$ cat src/design/rmq_pkg.sv
// shared widths, constants and codes of the rotation matrix to quaternion unit
// no dependencies; every other file of the block imports it
`default_nettype none
package rmq_pkg;

    localparam int FRAC_BITS = 16;
    localparam int IN_W      = 18;                 // matrix entries, signed
    localparam int W_W       = 17;                 // scalar part, unsigned
    localparam int SUM_W     = IN_W + 4;           // trace combinations, signed
    localparam int D_W       = IN_W + 1;           // magnitude of one combination
    localparam int S_W       = IN_W + 1;           // off-diagonal sum or difference
    localparam int SHIFT     = FRAC_BITS - 2;
    localparam int RAD_W     = 2 * ((D_W + SHIFT + 1) / 2);  // even radicand width
    localparam int ROOT_W    = RAD_W / 2;
    localparam int NUM_W     = S_W + SHIFT;        // scaled dividend
    localparam int QUO_W     = NUM_W - SHIFT - 1;  // quotient bits, divisor >= ONE/2
    localparam int REM_W     = ROOT_W + 3;         // square root remainder
    localparam int Q_W       = QUO_W + 1;          // signed component before clamp
    localparam int ONE       = 1 << FRAC_BITS;

    typedef logic [1:0] best_t;
    localparam best_t BEST_X = 2'd0;
    localparam best_t BEST_Y = 2'd1;
    localparam best_t BEST_Z = 2'd2;
    localparam best_t BEST_W = 2'd3;

    typedef struct packed {
        best_t                   best;
        logic [2:0]              neg;
        logic [2:0][NUM_W-1:0]   mag;
    } front_side_t;

    typedef struct packed {
        best_t                   best;
        logic [2:0]              neg;
        logic [ROOT_W-1:0]       qb;
    } div_side_t;

endpackage
`default_nettype wire

$ cat src/design/rmq_front.sv
// front end: trace combinations, largest pick and off-diagonal terms, two stages
// depends on rmq_pkg
`default_nettype none
module rmq_front (
    input  wire logic                                clk,
    input  wire logic                                rst_n,
    input  wire logic                                en,
    input  wire logic                                in_valid,
    input  wire logic signed [rmq_pkg::IN_W-1:0]     m00,
    input  wire logic signed [rmq_pkg::IN_W-1:0]     m10,
    input  wire logic signed [rmq_pkg::IN_W-1:0]     m20,
    input  wire logic signed [rmq_pkg::IN_W-1:0]     m01,
    input  wire logic signed [rmq_pkg::IN_W-1:0]     m11,
    input  wire logic signed [rmq_pkg::IN_W-1:0]     m21,
    input  wire logic signed [rmq_pkg::IN_W-1:0]     m02,
    input  wire logic signed [rmq_pkg::IN_W-1:0]     m12,
    input  wire logic signed [rmq_pkg::IN_W-1:0]     m22,
    output logic                                     out_valid,
    output logic [rmq_pkg::RAD_W-1:0]                rad,
    output rmq_pkg::front_side_t                     side
);
    import rmq_pkg::*;

    function automatic logic [D_W-1:0] abs_d(input logic signed [SUM_W-1:0] v);
        logic signed [SUM_W-1:0] a;
        a = (v < 0) ? -v : v;
        return a[D_W-1:0];
    endfunction

    function automatic logic [S_W-1:0] abs_s(input logic signed [S_W-1:0] v);
        return (v < 0) ? S_W'(-v) : S_W'(v);
    endfunction

    logic signed [SUM_W-1:0] e00, e10, e20, e01, e11, e21, e02, e12, e22, one_s;
    logic signed [SUM_W-1:0] c0, c1, c2, c3;
    logic signed [SUM_W-1:0] t01p, t02p, t12p, t12m, t20m, t01m;

    logic                    v1_reg;
    logic [3:0][D_W-1:0]     d_reg;
    logic signed [S_W-1:0]   p01_reg, p02_reg, p12_reg, n12_reg, n20_reg, n01_reg;

    always_comb
    begin
        one_s = SUM_W'(ONE);
        e00 = SUM_W'(m00); e10 = SUM_W'(m10); e20 = SUM_W'(m20);
        e01 = SUM_W'(m01); e11 = SUM_W'(m11); e21 = SUM_W'(m21);
        e02 = SUM_W'(m02); e12 = SUM_W'(m12); e22 = SUM_W'(m22);
        c0 = one_s + e00 - e11 - e22;
        c1 = one_s - e00 + e11 - e22;
        c2 = one_s - e00 - e11 + e22;
        c3 = one_s + e00 + e11 + e22;
        t01p = e01 + e10;
        t02p = e02 + e20;
        t12p = e12 + e21;
        t12m = e12 - e21;
        t20m = e20 - e02;
        t01m = e01 - e10;
    end

    always_ff @(posedge clk or negedge rst_n)
    begin
        if (!rst_n)
        begin
            v1_reg <= 1'b0;
        end
        else if (en)
        begin
            v1_reg <= in_valid;
        end
    end

    always_ff @(posedge clk)
    begin
        if (en)
        begin
            d_reg   <= {abs_d(c3), abs_d(c2), abs_d(c1), abs_d(c0)};
            p01_reg <= t01p[S_W-1:0];
            p02_reg <= t02p[S_W-1:0];
            p12_reg <= t12p[S_W-1:0];
            n12_reg <= t12m[S_W-1:0];
            n20_reg <= t20m[S_W-1:0];
            n01_reg <= t01m[S_W-1:0];
        end
    end

    // second stage: pick the largest, first wins on a tie
    best_t                   best;
    logic [D_W-1:0]          dmax;
    logic signed [S_W-1:0]   s0, s1, s2;

    always_comb
    begin
        best = BEST_X;
        dmax = d_reg[0];
        if (d_reg[1] > dmax)
        begin
            best = BEST_Y;
            dmax = d_reg[1];
        end
        if (d_reg[2] > dmax)
        begin
            best = BEST_Z;
            dmax = d_reg[2];
        end
        if (d_reg[3] > dmax)
        begin
            best = BEST_W;
            dmax = d_reg[3];
        end
        unique case (best)
            BEST_X:
            begin
                s0 = p01_reg; s1 = p02_reg; s2 = n12_reg;
            end
            BEST_Y:
            begin
                s0 = p01_reg; s1 = p12_reg; s2 = n20_reg;
            end
            BEST_Z:
            begin
                s0 = p02_reg; s1 = p12_reg; s2 = n01_reg;
            end
            default:
            begin
                s0 = n12_reg; s1 = n20_reg; s2 = n01_reg;
            end
        endcase
    end

    always_ff @(posedge clk or negedge rst_n)
    begin
        if (!rst_n)
        begin
            out_valid <= 1'b0;
        end
        else if (en)
        begin
            out_valid <= v1_reg;
        end
    end

    always_ff @(posedge clk)
    begin
        if (en)
        begin
            rad       <= {{(RAD_W - D_W - SHIFT){1'b0}}, dmax, {SHIFT{1'b0}}};
            side.best <= best;
            side.neg  <= {s2[S_W-1], s1[S_W-1], s0[S_W-1]};
            side.mag  <= {{abs_s(s2), {SHIFT{1'b0}}},
                          {abs_s(s1), {SHIFT{1'b0}}},
                          {abs_s(s0), {SHIFT{1'b0}}}};
        end
    end

endmodule
`default_nettype wire

$ cat config.mk
export PLATFORM = sky130hd
export DESIGN_NAME = rmq_front
export DESIGN_NICKNAME = d
export VERILOG_FILES = /design/src/design/rmq_pkg.sv /design/src/design/rmq_front.sv
export SDC_FILE = /design/constraint.sdc
export NUM_CORES = 1
export LEC_CHECK = 0
export BUFFER_PORTS_ARGS = -buffer_cell sky130_fd_sc_hd__buf_2
export CORE_MARGIN = 2
export CORE_UTILIZATION = 57
export DETAILED_ROUTE_END_ITERATION = 7
export PLACE_DENSITY = 0.84
export SETUP_SLACK_MARGIN = 0.5
export SKIP_CTS_REPAIR_TIMING = 1
export SLEW_MARGIN = 10
export SYNTH_ARGS = -nofsm -noshare
export SYNTH_HDL_FRONTEND = slang
export SYNTH_SLANG_ARGS = --single-unit
$ cat constraint.sdc
create_clock -name clk -period 11.5 [get_ports clk]
set_input_delay 3.45 -clock clk [delete_from_list [all_inputs] [get_ports clk]]
set_output_delay 3.45 -clock clk [all_outputs]
set_load 0.03 [all_outputs]
=== After elaboration in Yosys (flattened, before gate mapping) ===
Index checks and enable logic that the tools add are counted.

* Output and inout bits: 139
* Bits of input ports: 166
* Logic and storage cells: 72
* Register bits after elaboration: 273

* Magnitude comparators: 10
* Muxes and demuxes: 16
* Equality and inequality tests: 2
* Reduce and logical (&&, ||, !) cells: 3
* Add/subtract/negate cells: 23

{| class="wikitable"
|+ Operators with widths
! operator !! number
|-
| $mux 19 || 10
|-
| $neg 19->19 || 7
|-
| $pmux 19 s2 || 3
|-
| $lt 21x1->1 const B || 4
|-
| $add 18x18->19 || 3
|-
| $gt 19x19->1 || 3
|-
| $lt 19x1->1 const B || 3
|-
| $sub 18x18->19 || 3
|-
| $add 20x18->21 || 2
|-
| $sub 20x18->21 || 2
|-
| $add 19x18->20 || 2
|-
| $sub 19x18->20 || 2
|-
| $add 18x18->19 const A || 1
|-
| $sub 18x18->19 const A || 1
|-
| $mux 2 || 2
|-
| $reduce_or 2->1 || 2
|-
| $eq 2x1->1 const B || 1
|-
| $eq 2x2->1 const B || 1
|-
| $logic_not 2->1 || 1
|-
| $mux 1 || 1
|}

=== Depth between registers and ports, before layout ===
Gate-level depths: netlist of run 1.

* Depth in word-level cells: 11
* Gate-level depth with buffers: 49
* Depth with buffers taken out: 41

=== Worst setup path before layout of run 1 ===
Ideal clock, no wire load.

* Kind: register -> register
* Start point: register d_reg[20] (netlist name)
* End point: register side[26] (netlist name), data pin
* Period minus slack after synthesis: 10.240 ns
* Buffers on the path: 10
* Path slack: 1.260 ns
* Arrival: 9.967 ns
* Required time: 11.227 ns
* Stages on the path, launching flop included: 47
* Setup time: 0.273 ns
* Cell sequence: edfxtp_1 ha_1 nor2b_1 o21a_1 o21a_1 o21a_1 o21a_1 o211ai_1 a311o_1 a21oi_1 clkbuf_1 mux2i_1 ha_1 a21o_2 a21oi_1 o21ai_0 a221oi_1 o221a_2 [11 not listed] o21ai_4 clkbuf_1 buf_1 ha_1 clkbuf_1 clkbuf_1 clkbuf_1 buf_1 clkbuf_1 clkbuf_1 o21ai_0 inv_1 ha_1 nand2_1 a21oi_1 nand4_1 o31ai_1 xor2_1

* Cells in the longest elaborated chain, start to end: 11
* Elaborated cells on any way between the ends: 16
* Those cells by class: add/sub (1); order compare (4); eq/ne (2); mux (7); reduce/logical (2)

{| class="wikitable"
|+ RTL lines
! element !! line !! text
|-
| start, declared || rmq_front.sv:39 || <nowiki>logic [3:0][D_W-1:0] d_reg;</nowiki>
|-
| start signal, assigned || rmq_front.sv:76 || <nowiki>d_reg <= {abs_d(c3), abs_d(c2), abs_d(c1), abs_d(c0)};</nowiki>
|-
| $gt 19x19->1 || rmq_front.sv:95 || <nowiki>if (d_reg[1] > dmax)</nowiki>
|-
| $mux 19 * || rmq_front.sv:95 ||
|-
| $gt 19x19->1 || rmq_front.sv:100 || <nowiki>if (d_reg[2] > dmax)</nowiki>
|-
| $mux 19 || rmq_front.sv:100 ||
|-
| $gt 19x19->1 || rmq_front.sv:105 || <nowiki>if (d_reg[3] > dmax)</nowiki>
|-
| $mux 2 * || rmq_front.sv:105 ||
|-
| net best[1] || rmq_front.sv:87 || <nowiki>best_t best;</nowiki>
|-
| $eq 2x1->1 / $logic_not 2->1 (equally long branches) || rmq_front.sv:110 || <nowiki>unique case (best)</nowiki>
|-
| $reduce_or 2->1 (no source line) || - ||
|-
| $pmux 19 s2 * || rmq_front.sv:110 ||
|-
| net s0[0] || rmq_front.sv:89 || <nowiki>logic signed [S_W-1:0] s0, s1, s2;</nowiki>
|-
| $neg 19->19 / $lt 19x1->1 (equally long branches) || rmq_front.sv:31 || <nowiki>return (v < 0) ? S_W'(-v) : S_W'(v);</nowiki>
|-
| $mux 19 * || rmq_front.sv:31 ||
|-
| end, declared || rmq_front.sv:20 || <nowiki>output rmq_pkg::front_side_t side</nowiki>
|}

Mark *: on every way through the listed nets, which the timed path passes. The rest lies on a longest branch.
A chain may end at the register's enable or synchronous reset.

=== Final worst setup path of run 1 ===
* Start point: register d_reg[1] (netlist name)
* End point: register side[96] (netlist name), data pin

* Cells in the longest elaborated chain, start to end: 10
* Elaborated cells on any way between the ends: 14
* Those cells by class: add/sub (1); order compare (4); eq/ne (1); mux (7); reduce/logical (1)

{| class="wikitable"
|+ RTL lines
! element !! line
|-
| $gt 19x19->1 || rmq_front.sv:95
|-
| $mux 19 || rmq_front.sv:95
|-
| $gt 19x19->1 || rmq_front.sv:100
|-
| $mux 19 || rmq_front.sv:100
|-
| $gt 19x19->1 || rmq_front.sv:105
|-
| $mux 2 * || rmq_front.sv:105
|-
| $eq 2x1->1 / $logic_not 2->1 (equally long branches) || rmq_front.sv:110
|-
| $pmux 19 s2 * || rmq_front.sv:110
|-
| $neg 19->19 / $lt 19x1->1 (equally long branches) || rmq_front.sv:31
|-
| $mux 19 * || rmq_front.sv:31
|}

Every way passes the cells marked *; elsewhere a longest branch is shown, timed or not.

==> impl_summary.md, run 1 <==
Setup path
For this run, the slowest stage of the critical path takes ~0.59 ns. The category of the worst setup path launch point is a register. The cell with the largest stage delay on the worst path is sky130_fd_sc_hd__or4_4. The setup path with the least slack is of type reg2reg.

At the worst endpoint, the arrival time is roughly 11 ns. The data required time of the worst path is 11.81 ns. In this run the worst path has a maximum fanout of 30. The most numerous cell type found on the critical path is sky130_fd_sc_hd__ha_1. The critical path capture point type is a register.

Synth
Yosys attributes the largest share of cell area to sky130_fd_sc_hd__edfxtp_1, sky130_fd_sc_hd__ha_1, sky130_fd_sc_hd__xnor2_1. Synthesis inferred 268 register bits. Synthesis produced 2588 cells.

The sequential element share of the synthesized area is 0.324. The predominant post-synthesis flop cell is sky130_fd_sc_hd__edfxtp_1. Counting distinct cell types in the post-synthesis netlist gives 87.

The cell area that synthesis handed to floorplanning was between 0.02 and 0.025 mm². The area fraction of the dominant cell type after synthesis is 0.322. The synthesis warning total is 0. The number of enable flip-flop cells after synthesis is between 200 and 300.

Sorting the synthesized cells by how often they occur yields sky130_fd_sc_hd__edfxtp_1, sky130_fd_sc_hd__ha_1, sky130_fd_sc_hd__inv_1. The largest total area in the synthesized netlist belongs to sky130_fd_sc_hd__edfxtp_1. In the post-synthesis netlist, the cell with the most instances is sky130_fd_sc_hd__edfxtp_1. In this run the mean area of a mapped cell was 9.59 µm². Counting flops with an async set or reset pin after synthesis yields a share of 0.00746.

GRT
Entering global routing, the biggest net connects 130 pins. The first global-routing pass estimated 104 mm of wire. The number of antenna violations at the first check in global routing came to 0. The via count of the first global-routing pass is 19400.

The leftover overflow at the end of global routing is 0. The total global-route track usage is 0.296.

Floorplan
The width of the die is roughly 210 µm. For this configuration, the core starts out at a cell density of 0.577. After floorplanning, the core was sized to cover about 0.043 mm². The floorplan row count is 76.

The floorplan step defined a die boundary enclosing between 0.04 and 0.05 mm². Pin placement for this block handled between 300 and 400 I/O pins. The vertical die dimension is approximately 210 µm.

Drt
The number of antenna-violating nets in the routed design is 0. The violation count after the first detailed-routing iteration is roughly 2100. The number of search-and-repair iterations in the first detailed-routing pass is 6. The total number of vias is between 20000 and 25000.

After detailed routing, the number of remaining DRC violations is 0. The average wire length per cell after detail routing is 20.0 µm. Using the TritonRoute via totals, the vias-per-cell ratio works out to 6.02. The aggregate routed wire length is about 68 mm.

Timing
The relative max-transition margin is 0.194. The final count of hold timing violations is 0. The final cycle utilization of the critical path is 0.914.

The clock skew is ~0.019 ns. The slew at the pin with the worst max-slew slack is about 1.2 ns. The setup TNS is 0 ns. The minimum hold slack is 0.507 ns. The number of pins exceeding their max-slew limit in the final report was 0.

Setup violations remaining at the end of the flow were counted as 0. Static timing analysis puts the maximum clock frequency at about 95 MHz. Setup repair after global routing left no endpoint under its margin. The post-layout minimum cycle time is 10.51 ns.

Clock tree
The TritonCTS sink count is 268. The number of H-tree levels is 1. The clock tree from TritonCTS is done.

The total clock buffers created by CTS is 26. The clock-pin slew on the worst setup and hold paths is around 0.07 ns. In this run the clock root is driven by a sky130_fd_sc_hd__clkbuf_16.

No sink is reached through more buffers than the 3 on the longest clock path. The source-to-sink clock delay at the later pin of the worst-skew pair is between 0.5 and 0.6 ns.

Place
In this run the tool buffered the top-level ports with 247 buffer cells. The routability-driven placement congestion ratio is about 0.93. The wire-length estimate of the detail-placed layout is between 50 and 60 mm.

Finish
The number of flip-flops in the largest register is 74. The final-stage net count is 3326. The number of inserted filler cells in the final layout is 3477.

The relative area change from synthesis to final layout is 10.1%. 0 antenna diodes ended up in the layout. In the final layout, the share of cells above drive strength 1 is 0.128.

Outcome
The run finished with clean final reports.

Worst hold path
The type of the tightest min-delay check is reg2reg.

Job
The number of max-cap violations is 0.
## path summary, 6_finish.rpt
check,start,endpoint,slack [ns],cells after the start
hold / removal,out_valid$_DFFE_PN0P_,out_valid$_DFFE_PN0P_,0.51,1
min in group asynchronous,rst_n,v1_reg$_DFFE_PN0P_,2.67,1
max in group asynchronous,rst_n,out_valid$_DFFE_PN0P_,8.73,1
setup reg to reg,d_reg[1]$_DFFE_PP_,side[96]$_DFFE_PP_,0.99,42
hold reg to reg,out_valid$_DFFE_PN0P_,out_valid$_DFFE_PN0P_,0.51,1
setup / recovery,d_reg[1]$_DFFE_PP_,side[96]$_DFFE_PP_,0.99,42
## worst max-delay path, delay by kind of cell (launching register included)
| kind | cells | cell delay, ns |
|---|---|---|
| AOI/OAI and AO/OA | 15 | 3.48 |
| xor gates and xnor gates | 1 | 0.10 |
| and+or+nand+nor | 12 | 2.83 |
| buffers and inverters | 7 | 1.42 |
| muxes | 2 | 0.62 |
| DFF | 1 | 0.36 |
| adders and majority gates | 5 | 1.39 |
## metrics by stage
step | cell area, µm² | setup WS (ns) | std cells | util
5_1_grt | 27300 | 0.506 | 3416 | 0.636
6_report | 27300 | 0.993 | 3416 | 0.636
4_1_cts | 27300 | 0.435 | 3410 | 0.634
3_5_place_dp | 26400 | 0.639 | 3364 | 0.614
2_1_floorplan | 25000 | 1.26 | 2644 | -
3_3_place_gp | 26400 | 1.03 | 3364 | 0.614
## logic make-up after synthesis
kind of cell             count (synthesis)  share of synthesized area
buffers and inverters                  353                     0.0626
AO/OA/AOI/OAI                          659                      0.174
adder cells (fa/ha/maj)                347                      0.200
multiplexers                            40                     0.0164
other                                    1                   0.000151
XOR/XNOR                               279                     0.0985
flip-flops                             268                      0.324
AND/OR/NAND/NOR                        641                      0.124
## cell usage in the layout (no fill, tap or decap), types with 69 or more instances in the layout
cell type	count
sky130_fd_sc_hd__nor3_1	69
sky130_fd_sc_hd__nand2_1	133
sky130_fd_sc_hd__inv_1	229
sky130_fd_sc_hd__nor2_1	215
sky130_fd_sc_hd__o21ai_0	141
sky130_fd_sc_hd__fa_1	83
sky130_fd_sc_hd__edfxtp_1	266
sky130_fd_sc_hd__a21oi_1	175
sky130_fd_sc_hd__buf_2	246
sky130_fd_sc_hd__xor2_1	88
sky130_fd_sc_hd__xnor2_1	191
sky130_fd_sc_hd__ha_1	263
## routing by layer
layer | GRT usage | part of all wire
met1 | 0.405 | 0.42
met2 | 0.493 | 0.46
met3 | 0.0310 | 0.081
met4 | 0.103 | 0.035
met5 | 0 | 0
## layout make-up
cell class | instances | area, µm² | area share
Clock inverter | 17 | 186 | 0.00682
Clock buffer | 29 | 683 | 0.0250
Sequential cell | 268 | 8040 | 0.294
Multi-Input combinational cell | 2023 | 15400 | 0.565
Timing Repair Buffer | 261 | 1350 | 0.0495
Timing Repair inverter | 1 | 7.51 | 0.000275
Tap cell | 585 | 732 | 0.0268
Inverter | 232 | 875 | 0.0320
Power of run 1 is not shown: default switching activity piles up to over one toggle a cycle in this logic, so the estimate is an artifact.
==> run 2: changes to the inputs <==
==> constraint.sdc (replaced) <==
create_clock -name clk -period 11.51 [get_ports clk]
set_input_delay 3.453 -clock clk [delete_from_list [all_inputs] [get_ports clk]]
set_output_delay 3.453 -clock clk [all_outputs]
set_load 0.03 [all_outputs]
==> run 2 against run 1 <==
Compared with the run above:
- clock skew rose by 0.0053 ns
- design area rose by 0.17%
- die area did not move
- sequential cell count did not move
- critical path type unchanged
- fmax rose by 2.8%
==> impl_summary.md, run 2 (synthesis gave the netlist of run 1 again) <==
GRT
Entering global routing, the biggest net connects about 130 pins. The leftover overflow at the end of global routing is 0. The number of antenna violations at the first check in global routing came to 1. The via count of the first global-routing pass came to between 15000 and 20000. For this run, the total global-route usage over all layers was measured as 0.295. The first-pass GRT wire length is 104 mm.

Setup path
The critical path class is reg2reg. The slowest stage of the critical path is the sky130_fd_sc_hd__or4_4 cell. The top fanout value on the critical path is 30. The cell seen most often among critical-path stages is sky130_fd_sc_hd__ha_1.

The data arrival at the endpoint of the critical path is about 11 ns. The delay of the slowest cell on the worst path is around 0.59 ns. The worst setup path is captured at a register.

The category of the worst setup path launch point is a register. The data required time of the worst path is around 12 ns.

Clock tree
For this design, the sink count on the clock tree is roughly 270. TritonCTS built the clock tree. The clock-pin slew on the worst setup and hold paths is roughly 0.07 ns.

The maximum clock path buffer count is 3. The source-to-sink clock delay at the later pin of the worst-skew pair is 0.56 ns. Buffers inserted during clock tree synthesis total 26. The root buffer selected by CTS is sky130_fd_sc_hd__clkbuf_16. The number of H-tree levels is 1.

Finish
The register with the most flip-flops in the layout has 74 of them. The library cells used most frequently in the layout, excluding fill and tap cells, are sky130_fd_sc_hd__edfxtp_1, sky130_fd_sc_hd__ha_1, sky130_fd_sc_hd__buf_2. The most common cell after layout, fill and taps aside is sky130_fd_sc_hd__edfxtp_1. The number of inserted filler cells in the final layout is 3505.

The total non-filler cell area in the finished layout is 0.0274 mm². In the final layout, the share of cells above drive strength 1 is 0.126. From synthesis to final layout, the design area changed by 10.3%. The number of non-filler instances in the completed layout is around 3400. The antenna diode count is 0.

The final layout contains around 3300 nets.

Floorplan
The area of the die is ~0.045 mm². In this run the core area contains 76 standard-cell rows. The area of the core region is ~0.043 mm².

The number of top-level pins is roughly 300. The vertical die dimension is 213 µm. The width of the die is 213 µm. For this configuration, the core starts out at a cell density of 0.577.

Place
After detailed placement, the design holds a cell count of 3363. The HPWL after detailed placement is ~56 mm. Buffers placed on the I/O ports in this run total around 250. The congestion estimate from routability-driven global placement came to a little over 0.9.

The cell area after placement is 0.0264 mm².

Timing
The post-layout minimum cycle time is 10.22 ns. The final cycle utilization of the critical path is 0.888. The final count of hold timing violations is 0. The minimum hold slack is approximately 0.51 ns. The number of pins exceeding their max-slew limit in the final report came to 0. Setup repair after global routing left no endpoint under its margin. The clock skew is around 0.024 ns. The relative max-transition margin is 0.241. The setup TNS is 0 ns. The slew at the pin with the worst max-slew slack is approximately 1.1 ns. Static timing analysis puts the maximum clock frequency at just under 100 MHz. The total setup violations reported at the end of the flow is 0.

Drt
The first routing iteration left between 1500 and 2000 violations. Dividing the detail-routed wire length by the instance count gives 20.1 µm. The number of search-and-repair iterations in the first detailed-routing pass is 8. In the routed design, unresolved DRC markers number 0.

The aggregate routed wire length is 68.6 mm. After detailed routing, the number of vias per cell comes to between 5 and 6. For this block, the via count after detailed routing is around 20000. In this run the remaining antenna-violating nets after routing total 0.

Outcome
The run finished with clean final reports.

Job
Across the run, the number of max-cap violations was 0.

Worst hold path
In this run the worst hold path is classified as reg2reg.
run 2: cell count changes in the layout (fill, tap and decap cells not counted), sizes merged:
| cell | before | now |
|---|---|---|
| clkinv | 11 | 9 |
| bufinv | 2 | 6 |
| buf | 261 | 258 |
| clkinvlp | 5 | 4 |
run 2: critical path, delay by kind of cell, from the launching register on:
kind / cells / cell delay, ns
multiplexers: 2 / 0.55
buffers and inverters: 4 / 1.33
flip-flops: 1 / 0.39
AO/OA/AOI/OAI: 15 / 3.33
AND/OR/NAND/NOR: 13 / 3.10
XOR/XNOR: 1 / 0.08
adder cells (fa/ha/maj): 5 / 1.16
run 2: layer usage:
metal | routed length (µm) | vias up | GRT usage
met5 | 11 | - | 0
met4 | 2310 | 2 | 0.0977
met3 | 5570 | 138 | 0.0321
met2 | 31800 | 1007 | 0.494
met1 | 28900 | 9738 | 0.401
li1 | - | 9559 | -
run 2: per-stage QoR:
step                      setup slack, ns  utilization
after global placement               1.04        0.614
after CTS                           0.759        0.636
after global routing                0.653        0.637
after floorplan                      1.27            -
final                                1.29        0.637
after detailed placement            0.751        0.614
run 2: cell type report:
type / instances / area (µm²) / share of cell area
Timing Repair inverter: 1 / 7.51 / 0.000274
Inverter: 232 / 875 / 0.0320
Clock buffer: 29 / 683 / 0.0250
Sequential cell: 268 / 8040 / 0.294
Tap cell: 585 / 732 / 0.0267
Clock inverter: 18 / 256 / 0.00937
Multi-Input combinational cell: 2023 / 15400 / 0.564
Timing Repair Buffer: 258 / 1330 / 0.0486
run 2: final timing paths:
path / from / endpoint / slack (ns) / cells past startpoint
min: v1_reg$_DFFE_PN0P_ / out_valid$_DFFE_PN0P_ / 0.51 / 1
min reg2reg: v1_reg$_DFFE_PN0P_ / out_valid$_DFFE_PN0P_ / 0.51 / 1
max: d_reg[20]$_DFFE_PP_ / side[96]$_DFFE_PP_ / 1.29 / 40
max reg2reg: d_reg[20]$_DFFE_PP_ / side[96]$_DFFE_PP_ / 1.29 / 40
min in group asynchronous: rst_n / out_valid$_DFFE_PN0P_ / 2.69 / 1
max in group asynchronous: rst_n / v1_reg$_DFFE_PN0P_ / 8.73 / 1
Power of run 2 is left out for the same reason.
